$ cat src/hdl/jtma_pkg.sv
// ----------------------------------------------------------------------------
// jtma_pkg: shared types, constants and arithmetic for the joystick angle filter
// Scaling of millivolts to tenths of a degree and of tenths to whole degrees.
// ----------------------------------------------------------------------------
package jtma_pkg;

    // Field types
    typedef logic        [11:0] t_mv;      // raw sample voltage, mV
    typedef logic signed [8:0]  t_tenths;  // scaled sample or average, -200..200
    typedef logic signed [5:0]  t_angle;   // whole degrees, -20..20

    // Per-axis accumulator control
    typedef struct packed {
        logic en;      // take the sample in the input register
        logic first;   // sample opens a new window
    } t_axis_ctl;

    // Window defaults
    localparam int WINDOW_SIZE_DEF = 10;
    localparam int FULL_SCALE      = 200;
    localparam int SUM_W_DEF       = $clog2(WINDOW_SIZE_DEF * FULL_SCALE + 1) + 1;

    // Voltage clamp and scaling: (v - 300) * 400 / 2400 = (v - 300) / 6
    localparam int MV_LOW      = 300;
    localparam int MV_HIGH     = 2700;
    localparam int SCALE_RECIP = 10923;    // ceil(2^16 / 6)
    localparam int SCALE_SHIFT = 16;

    // Trimmed mean divide by reciprocal
    localparam int DIV_SHIFT   = 18;

    // Deadzone and divide by ten
    localparam int DEADZONE    = 10;
    localparam int DIV10_RECIP = 205;      // ceil(2^11 / 10)
    localparam int DIV10_SHIFT = 11;

    // Clamp a voltage and scale it to tenths of a degree
    function automatic t_tenths scale_mv(input t_mv mv);
        logic        [11:0] v;
        logic        [11:0] d;
        logic        [25:0] p;
        logic        [8:0]  q;
        logic signed [9:0]  t;
        v = mv;
        if (mv < 12'(MV_LOW)) begin
            v = 12'(MV_LOW);
        end else if (mv > 12'(MV_HIGH)) begin
            v = 12'(MV_HIGH);
        end
        d = v - 12'(MV_LOW);
        p = 26'(d) * 26'(SCALE_RECIP);
        q = p[SCALE_SHIFT +: 9];
        t = $signed({1'b0, q}) - $signed(10'(FULL_SCALE));
        return t_tenths'(t[8:0]);
    endfunction

    // Apply the deadzone, then truncate tenths to whole degrees
    function automatic t_angle angle_of(input t_tenths avg);
        logic [8:0]  n;
        logic [7:0]  mag;
        logic [18:0] p;
        logic [4:0]  q;
        logic [5:0]  r;
        n   = avg[8] ? 9'(-avg) : 9'(avg);
        mag = n[7:0];
        p   = 19'(mag) * 19'(DIV10_RECIP);
        q   = p[DIV10_SHIFT +: 5];
        r   = avg[8] ? 6'(-{1'b0, q}) : {1'b0, q};
        if ((avg > -$signed(9'(DEADZONE))) && (avg < $signed(9'(DEADZONE)))) begin
            r = '0;
        end
        return t_angle'(r);
    endfunction

endpackage

$ cat src/hdl/jtma_if.sv
// ----------------------------------------------------------------------------
// jtma_if: valid/ready channels of the joystick angle filter
// Sample channel (X and Y millivolts) and result channel (angles, changed).
// ----------------------------------------------------------------------------
interface jtma_in_if
    import jtma_pkg::*;
();
    logic valid;
    logic ready;
    t_mv  x_millivolts;
    t_mv  y_millivolts;

    modport source (output valid, output x_millivolts, output y_millivolts, input ready);
    modport sink   (input valid, input x_millivolts, input y_millivolts, output ready);
endinterface

interface jtma_out_if
    import jtma_pkg::*;
();
    logic   valid;
    logic   ready;
    t_angle x_angle;
    t_angle y_angle;
    logic   changed;

    modport source (output valid, output x_angle, output y_angle, output changed,
                    input ready);
    modport sink   (input valid, input x_angle, input y_angle, input changed,
                    output ready);
endinterface

$ cat src/hdl/jtma_axis.sv
// ----------------------------------------------------------------------------
// jtma_axis: running sum, minimum and maximum of one axis
// Gives the trimmed sum (sum - min - max) including the current sample.
// ----------------------------------------------------------------------------
module jtma_axis
    import jtma_pkg::*;
#(
    parameter int SUM_W = SUM_W_DEF
) (
    input  logic                    i_clk,
    input  t_axis_ctl               i_ctl,
    input  t_tenths                 i_sample,
    output logic signed [SUM_W:0]   o_trim
);

    logic signed [SUM_W-1:0] r_sum, n_sum;
    t_tenths                 r_min, n_min;
    t_tenths                 r_max, n_max;
    logic signed [SUM_W-1:0] sample_ext;

    assign sample_ext = {{(SUM_W - 9){i_sample[8]}}, i_sample};

    always_comb begin
        if (i_ctl.first) begin
            n_sum = sample_ext;
            n_min = i_sample;
            n_max = i_sample;
        end else begin
            n_sum = r_sum + sample_ext;
            n_min = (i_sample < r_min) ? i_sample : r_min;
            n_max = (i_sample > r_max) ? i_sample : r_max;
        end
    end

    // Window state is reloaded by the first sample, so it needs no reset
    always_ff @(posedge i_clk) begin
        if (i_ctl.en) begin
            r_sum <= n_sum;
            r_min <= n_min;
            r_max <= n_max;
        end
    end

    assign o_trim = (SUM_W + 1)'(n_sum) - (SUM_W + 1)'(n_min) - (SUM_W + 1)'(n_max);

endmodule

$ cat src/hdl/joystick_trimmed_mean_angle.sv
// ----------------------------------------------------------------------------
// joystick_trimmed_mean_angle: windowed trimmed-mean joystick angle filter
// Clamps and scales X/Y voltages, averages each window without its extremes,
// applies a deadzone and flags a change against the last result.
// ----------------------------------------------------------------------------
// Usage: one sample pair is taken on every transfer at i_in, one per clock
// at full rate. Every WINDOW_SIZE samples the block emits one result at o_out;
// other samples give none. After the transfer of the window's last sample,
// the result passes through the input register, the accumulator
// that forms the trimmed sum, the reciprocal multiply that divides it by
// WINDOW_SIZE - 2, and the result register that applies the deadzone and
// the change flag. Each stage holds its item while the next is full, so
// samples keep flowing while a result waits to be taken; input stalls only
// once a window's result would have to enter a full stage. Voltages outside
// 300..2700 mV are clamped. Angles are whole degrees in -20..20, truncated
// toward zero; changed is set when either angle differs from the previous
// result (both zero after reset).
// ----------------------------------------------------------------------------
module joystick_trimmed_mean_angle
    import jtma_pkg::*;
#(
    parameter int WINDOW_SIZE = WINDOW_SIZE_DEF
) (
    input  logic      i_clk,
    input  logic      i_rst_n,
    jtma_in_if.sink   i_in,
    jtma_out_if.source o_out
);

    // Derived sizes
    localparam int CNT_W     = $clog2(WINDOW_SIZE);
    localparam int SUM_W     = $clog2(WINDOW_SIZE * FULL_SCALE + 1) + 1;
    localparam int MAG_W     = SUM_W - 1;
    localparam int DIVISOR   = WINDOW_SIZE - 2;
    localparam int RECIP     = ((1 << DIV_SHIFT) + DIVISOR - 1) / DIVISOR;
    localparam int RECIP_W   = $clog2(RECIP + 1);
    localparam int PROD_W    = MAG_W + RECIP_W;

    // Stage 0: input register, samples already scaled to tenths
    logic            r_in_v;
    t_tenths         r_in_x, r_in_y;
    logic [CNT_W-1:0] r_cnt;

    // Stage 1: trimmed sums as sign and magnitude
    logic             r_t_v;
    logic             r_t_xs, r_t_ys;
    logic [MAG_W-1:0] r_t_xm, r_t_ym;

    // Stage 2: averages in tenths
    logic            r_a_v;
    t_tenths         r_a_x, r_a_y;

    // Stage 3: result register and last emitted angles
    logic            r_o_v;
    t_angle          r_o_x, r_o_y;
    logic            r_o_ch;
    t_angle          r_last_x, r_last_y;

    logic            cnt_first, cnt_last;
    logic            adv0, rdy1, rdy2, rdy3;
    t_axis_ctl       axis_ctl;
    logic signed [SUM_W:0] trim_x, trim_y;
    logic [SUM_W:0]  neg_x, neg_y;
    logic [PROD_W-1:0] prod_x, prod_y;
    logic [7:0]      quot_x, quot_y;
    t_angle          ang_x, ang_y;

    // Handshake chain: each stage takes a new item when empty or when
    // its item moves on in the same cycle
    assign cnt_first = (r_cnt == '0);
    assign cnt_last  = (r_cnt == CNT_W'(WINDOW_SIZE - 1));
    assign rdy3      = !r_o_v || o_out.ready;
    assign rdy2      = !r_a_v || rdy3;
    assign rdy1      = !r_t_v || rdy2;
    // A sample that closes the window needs room in stage 1; others never stall
    assign adv0      = r_in_v && (!cnt_last || rdy1);
    assign i_in.ready = !r_in_v || adv0;

    // Stage 0: scale on transfer
    always_ff @(posedge i_clk) begin
        if (!i_rst_n) begin
            r_in_v <= 1'b0;
        end else if (i_in.ready) begin
            r_in_v <= i_in.valid;
        end
    end

    always_ff @(posedge i_clk) begin
        if (i_in.ready && i_in.valid) begin
            r_in_x <= scale_mv(i_in.x_millivolts);
            r_in_y <= scale_mv(i_in.y_millivolts);
        end
    end

    // Window position: advance per sample, wrap after the last
    always_ff @(posedge i_clk) begin
        if (!i_rst_n) begin
            r_cnt <= '0;
        end else if (adv0) begin
            r_cnt <= cnt_last ? '0 : r_cnt + 1'b1;
        end
    end

    assign axis_ctl.en    = adv0;
    assign axis_ctl.first = cnt_first;

    jtma_axis #(
        .SUM_W    (SUM_W)
    ) u_axis_x (
        .i_clk    (i_clk),
        .i_ctl    (axis_ctl),
        .i_sample (r_in_x),
        .o_trim   (trim_x)
    );

    jtma_axis #(
        .SUM_W    (SUM_W)
    ) u_axis_y (
        .i_clk    (i_clk),
        .i_ctl    (axis_ctl),
        .i_sample (r_in_y),
        .o_trim   (trim_y)
    );

    // Stage 1: hold trimmed sums of the completed window
    assign neg_x = (SUM_W + 1)'(-trim_x);
    assign neg_y = (SUM_W + 1)'(-trim_y);

    always_ff @(posedge i_clk) begin
        if (!i_rst_n) begin
            r_t_v <= 1'b0;
        end else if (rdy1) begin
            r_t_v <= adv0 && cnt_last;
        end
    end

    always_ff @(posedge i_clk) begin
        if (rdy1 && adv0 && cnt_last) begin
            r_t_xs <= trim_x[SUM_W];
            r_t_ys <= trim_y[SUM_W];
            r_t_xm <= trim_x[SUM_W] ? neg_x[MAG_W-1:0] : trim_x[MAG_W-1:0];
            r_t_ym <= trim_y[SUM_W] ? neg_y[MAG_W-1:0] : trim_y[MAG_W-1:0];
        end
    end

    // Stage 2: divide magnitude by WINDOW_SIZE - 2, truncating toward zero
    assign prod_x = PROD_W'(r_t_xm) * PROD_W'(RECIP);
    assign prod_y = PROD_W'(r_t_ym) * PROD_W'(RECIP);
    assign quot_x = prod_x[DIV_SHIFT +: 8];
    assign quot_y = prod_y[DIV_SHIFT +: 8];

    always_ff @(posedge i_clk) begin
        if (!i_rst_n) begin
            r_a_v <= 1'b0;
        end else if (rdy2) begin
            r_a_v <= r_t_v;
        end
    end

    always_ff @(posedge i_clk) begin
        if (rdy2 && r_t_v) begin
            r_a_x <= r_t_xs ? t_tenths'(-{1'b0, quot_x}) : t_tenths'({1'b0, quot_x});
            r_a_y <= r_t_ys ? t_tenths'(-{1'b0, quot_y}) : t_tenths'({1'b0, quot_y});
        end
    end

    // Stage 3: deadzone, whole degrees, change against the last result
    assign ang_x = angle_of(r_a_x);
    assign ang_y = angle_of(r_a_y);

    always_ff @(posedge i_clk) begin
        if (!i_rst_n) begin
            r_o_v    <= 1'b0;
            r_last_x <= '0;
            r_last_y <= '0;
        end else if (rdy3) begin
            r_o_v <= r_a_v;
            if (r_a_v) begin
                // Unchanged angles leave last as it was, so always copy
                r_last_x <= ang_x;
                r_last_y <= ang_y;
            end
        end
    end

    always_ff @(posedge i_clk) begin
        if (rdy3 && r_a_v) begin
            r_o_x  <= ang_x;
            r_o_y  <= ang_y;
            r_o_ch <= (ang_x != r_last_x) || (ang_y != r_last_y);
        end
    end

    assign o_out.valid   = r_o_v;
    assign o_out.x_angle = r_o_x;
    assign o_out.y_angle = r_o_y;
    assign o_out.changed = r_o_ch;

    // Window position never passes the last sample
    a_cnt_range: assert property (@(posedge i_clk) disable iff (!i_rst_n)
        {1'b0, r_cnt} < (CNT_W + 1)'(WINDOW_SIZE))
        else $error("window position out of range");

    // A waiting result always matches the recorded last angles
    a_last_match: assert property (@(posedge i_clk) disable iff (!i_rst_n)
        r_o_v |-> (r_o_x == r_last_x) && (r_o_y == r_last_y))
        else $error("last angles disagree with held result");

    // Averages stay within full scale
    a_avg_range: assert property (@(posedge i_clk) disable iff (!i_rst_n)
        r_a_v |-> (r_a_x >= -9'sd200) && (r_a_x <= 9'sd200)
                  && (r_a_y >= -9'sd200) && (r_a_y <= 9'sd200))
        else $error("average outside full scale");

    // Emitted angles stay within twenty degrees
    a_angle_range: assert property (@(posedge i_clk) disable iff (!i_rst_n)
        r_o_v |-> (r_o_x >= -6'sd20) && (r_o_x <= 6'sd20)
                  && (r_o_y >= -6'sd20) && (r_o_y <= 6'sd20))
        else $error("angle outside range");

    // A result held back by the sink stays unchanged
    a_hold: assert property (@(posedge i_clk) disable iff (!i_rst_n)
        (r_o_v && !o_out.ready) |=> r_o_v && $stable(r_o_x) && $stable(r_o_y)
                                   && $stable(r_o_ch))
        else $error("held result changed");

endmodule
$ cat src/flat_wrapper.sv
// flat-port wrapper written by rule: the top's interface ports become plain ports
module joystick_trimmed_mean_angle_flat import jtma_pkg::*;
#(
    parameter int WINDOW_SIZE = WINDOW_SIZE_DEF
)
  (i_clk, i_rst_n, i_in_valid, i_in_x_millivolts, i_in_y_millivolts, i_in_ready, o_out_valid, o_out_x_angle, o_out_y_angle, o_out_changed, o_out_ready);
  jtma_in_if i_in_i ();
  jtma_out_if o_out_i ();
  input  logic i_clk;
  input  logic i_rst_n;
  input wire logic [$bits(i_in_i.valid)-1:0] i_in_valid;
  input wire logic [$bits(i_in_i.x_millivolts)-1:0] i_in_x_millivolts;
  input wire logic [$bits(i_in_i.y_millivolts)-1:0] i_in_y_millivolts;
  output wire logic [$bits(i_in_i.ready)-1:0] i_in_ready;
  output wire logic [$bits(o_out_i.valid)-1:0] o_out_valid;
  output wire logic [$bits(o_out_i.x_angle)-1:0] o_out_x_angle;
  output wire logic [$bits(o_out_i.y_angle)-1:0] o_out_y_angle;
  output wire logic [$bits(o_out_i.changed)-1:0] o_out_changed;
  input wire logic [$bits(o_out_i.ready)-1:0] o_out_ready;
  assign i_in_i.valid = i_in_valid;
  assign i_in_i.x_millivolts = i_in_x_millivolts;
  assign i_in_i.y_millivolts = i_in_y_millivolts;
  assign i_in_ready = i_in_i.ready;
  assign o_out_valid = o_out_i.valid;
  assign o_out_x_angle = o_out_i.x_angle;
  assign o_out_y_angle = o_out_i.y_angle;
  assign o_out_changed = o_out_i.changed;
  assign o_out_i.ready = o_out_ready;
  joystick_trimmed_mean_angle #(.WINDOW_SIZE(WINDOW_SIZE)) u_core (.i_clk(i_clk), .i_rst_n(i_rst_n), .i_in(i_in_i), .o_out(o_out_i));
endmodule
$ cat config.mk
export PLATFORM = sky130hd
export DESIGN_NAME = joystick_trimmed_mean_angle_flat
export DESIGN_NICKNAME = d
export VERILOG_FILES = /design/src/hdl/jtma_pkg.sv /design/src/hdl/jtma_if.sv /design/src/hdl/jtma_axis.sv /design/src/hdl/joystick_trimmed_mean_angle.sv /design/src/flat_wrapper.sv
export SDC_FILE = /design/constraint.sdc
export NUM_CORES = 1
export LEC_CHECK = 0
export BUFFER_PORTS_ARGS = -buffer_cell sky130_fd_sc_hd__buf_2
export CAP_MARGIN = 20
export CORE_MARGIN = 4
export CORE_UTILIZATION = 50
export CTS_BUF_LIST = sky130_fd_sc_hd__clkbuf_2
export CTS_CLUSTER_SIZE = 16
export DETAILED_ROUTE_END_ITERATION = 8
export PLACE_DENSITY = 0.66
export REMOVE_ABC_BUFFERS = 1
export SETUP_SLACK_MARGIN = 0.1
export SLEW_MARGIN = 20
export SYNTH_ARGS = -nofsm -noshare
export SYNTH_HDL_FRONTEND = slang
export SYNTH_SLANG_ARGS = --single-unit
$ cat constraint.sdc
create_clock -name i_clk -period 11.1 [get_ports i_clk]
set_input_delay 0 -clock i_clk [delete_from_list [all_inputs] [get_ports i_clk]]
set_output_delay 0 -clock i_clk [all_outputs]
set_load 0.005 [all_outputs]
==> metrics.cfg <==
[layout]
drive_gt1_share_pct=7.85
nFillCells=3255
largestRegisters=u_core.u_axis_x.r_sum (12), u_core.u_axis_y.r_sum (12)
regArea_sq_um=4210
area_growth_pct=6.06
instances_no_fill=2399
finish.utilization_pct=54.0
multi_input_area_sq_um=12800
fin_nets=2393

[floorplan]
ioPinCount=43
fp.dieH_um=199
start_util_pct=50.9
dieWidth_um=199
coreArea_sq_um=35800
num_rows=69
dieArea_sq_um=39600

[critical_path]
crit_fanout=15
critPathRequiredTime_ns=11.61
worstSetupStartpointType=flop
cp-end-kind=flop
crit_arrival_ns=7.82
critPathKind=flop to flop

[flow_run]
maxCapViolations=0

[cts]
insertion_delay_ns=0.74
cts_root_buffer=clkbuf_2
cts_tree=yes
cts_resized=0
cts_buffers=17
clockBufferDepth=2
cts_max_level=4
path_clk_slew_ns=0.25
clock_sinks=147

[timing]
slew_headroom_pct=32.5
rsz0062_at_grt=false
drv_slew=0
tightest_slew_ns=1.01
worst_clock_skew_ns=0.0617
hold_ws_ns=0.129
max_freq_mhz=137
setup_viol=0
hold_viol_final=0
fin_tns_setup_ns=0
period_share_pct=65.9
finalCriticalPeriod_ns=7.31

[routing]
drc=0
drtPass1Iterations=4
wirelength_mm=32.9
wl_per_cell_um=13.7
avgViaCountPerCell=5.33
first_iter_violations=453
ant_nets=0
vias=12800

[synth]
synth_common_cells=314 x ha_1, 308 x inv_1, 127 x edfxtp_1, 127 x fa_1, 115 x nand2_1
synth_top_area_share_pct=21.5
seq_area_frac_synth_pct=23.1
ys_seq_elements=147
synthesis.area_sq_um=18300
synth_edf_count=127
synthArstFlopShare_pct=0
synth_cells=1873
synth_most_common_cell=ha_1
synthTopCellsByArea=ha_1 22%, edfxtp_1 21%, fa_1 14%, inv_1 6.3%, xnor2_1 4.7%
synth_flop_cell=edfxtp_1
ys_warn_count=0
syn_avg_cell_area_sq_um=9.75
yosysUniqueCellTypes=79
synth_top_area_cell=ha_1

[grt]
grt_pass1_wl_mm=57.9
grt_start_max_net_pins=63
antenna_found_initial=1
grt.total_usage_pct=17.2
grt_pass1_vias=13100
overflow=0

[status]
status=finished clean

[min_path]
hp-class=input pin to flop

[placement]
dp_cells=2358
portBuffers=42
dpl.hpwl_mm=27.5
globalplace.congestion=0.851

-- final timing paths --
check	endpoint	cells past startpoint	start	slack [ns]
min	u_core.r_in_x[8]	6	i_in_x_millivolts[11]	0.13
min reg2reg	u_core.r_last_y[4]	2	u_core.r_last_y[4]	0.50
max	u_core.o_out.changed	24	u_core.r_a_y[8]	3.79
max reg2reg	u_core.o_out.changed	24	u_core.r_a_y[8]	3.79
-- logic make-up (layout without fill, tap and decap cells) --
group | Yosys count | in the layout | share of synthesized area (%)
buffers and inverters | 335 | 399 | 6.92
multiplexers | 79 | 79 | 4.63
AND/OR/NAND/NOR | 384 | 384 | 10.4
other | 0 | 1 | 0
flip-flops | 147 | 147 | 23.1
AO/OA/AOI/OAI | 333 | 333 | 12.0
adder cells (fa/ha/maj) | 442 | 442 | 35.5
XOR/XNOR | 153 | 153 | 7.46
-- placed cells by master, fill, tap and decap left out, types with 5 or more instances in the layout --
cell           instances
nand3_1               26
mux2_2                42
xor2_1                54
a21oi_1               81
nand2_1              115
nor4_1                 5
nor3b_1                6
a21boi_0              13
nor2b_1               24
inv_6                  6
o21ai_1                8
or2_2                  7
o21bai_1              16
a21o_1                32
o211ai_1               8
dfxtp_1               20
o31ai_1               13
xnor2_1               97
dlygate4sd3_1          8
clkbuf_2              18
nand2b_1              16
and2_1                13
nor3_1                28
nor2_1                83
edfxtp_1             127
nand4_1               18
or3_1                 16
ha_1                 314
inv_1                308
o21ai_0               67
mux2i_1               36
a31oi_1               14
buf_4                  9
fa_1                 127
and3_1                 9
a211oi_1              11
buf_2                 42
o21a_1                24
-- cell type report --
class	count	share of cell area [%]
Antenna cell	1	0.0129
Clock buffer	18	0.465
Clock inverter	14	0.776
Inverter	308	5.97
Multi-Input combinational cell	1391	66.2
Sequential cell	147	21.8
Tap cell	461	2.98
Timing Repair Buffer	59	1.85
-- repair_timing --
action	4_1_cts	5_1_grt
endpoints found under the setup margin	0	0
hold endpoints to repair	40	0
hold buffers	8	0
setup buffers	0	0
-- worst max-delay path, stage by stage, from the launching register on --
cell and delay [ns]:
edfxtp_1 0.70, inv_1 0.19, a31oi_1 0.22, xor2_1 0.46, ha_1 0.36, fa_1 0.54, inv_1 0.05, fa_1 0.49
inv_1 0.05, fa_1 0.49, ha_1 0.33, nand3_1 0.09, nor2_1 0.05, a221o_1 0.43, a31oi_4 0.28, xor2_2 0.27
ha_1 0.27, nor2_1 0.07, xnor2_1 0.13, or3_1 0.31, a21oi_1 0.30, xor2_1 0.11, or4_1 0.48, nor4_1 0.30
nand4_1 0.12
-- metrics by stage --
stage               setup slack [ns]  cell area, sq um
global route                    3.31             19400
floorplan                       4.16             18100
finish                          3.79             19400
detailed placement              3.36             19000
CTS                             3.77             19400
global placement                3.62             19000
-- layer usage --
layer / vias to the layer above / routed length [um] / track usage [%]
met1: 6049 / 15000 / 21.4
met3: 23 / 762 / 2.07
li1: 6575 / - / -
met4: 0 / 304 / 3.39
met5: - / 0 / 0
met2: 129 / 16800 / 32.1
Power is left out: the tool's default activity adds up to more than one toggle a clock period on the data nets, which glitch-free logic cannot reach.
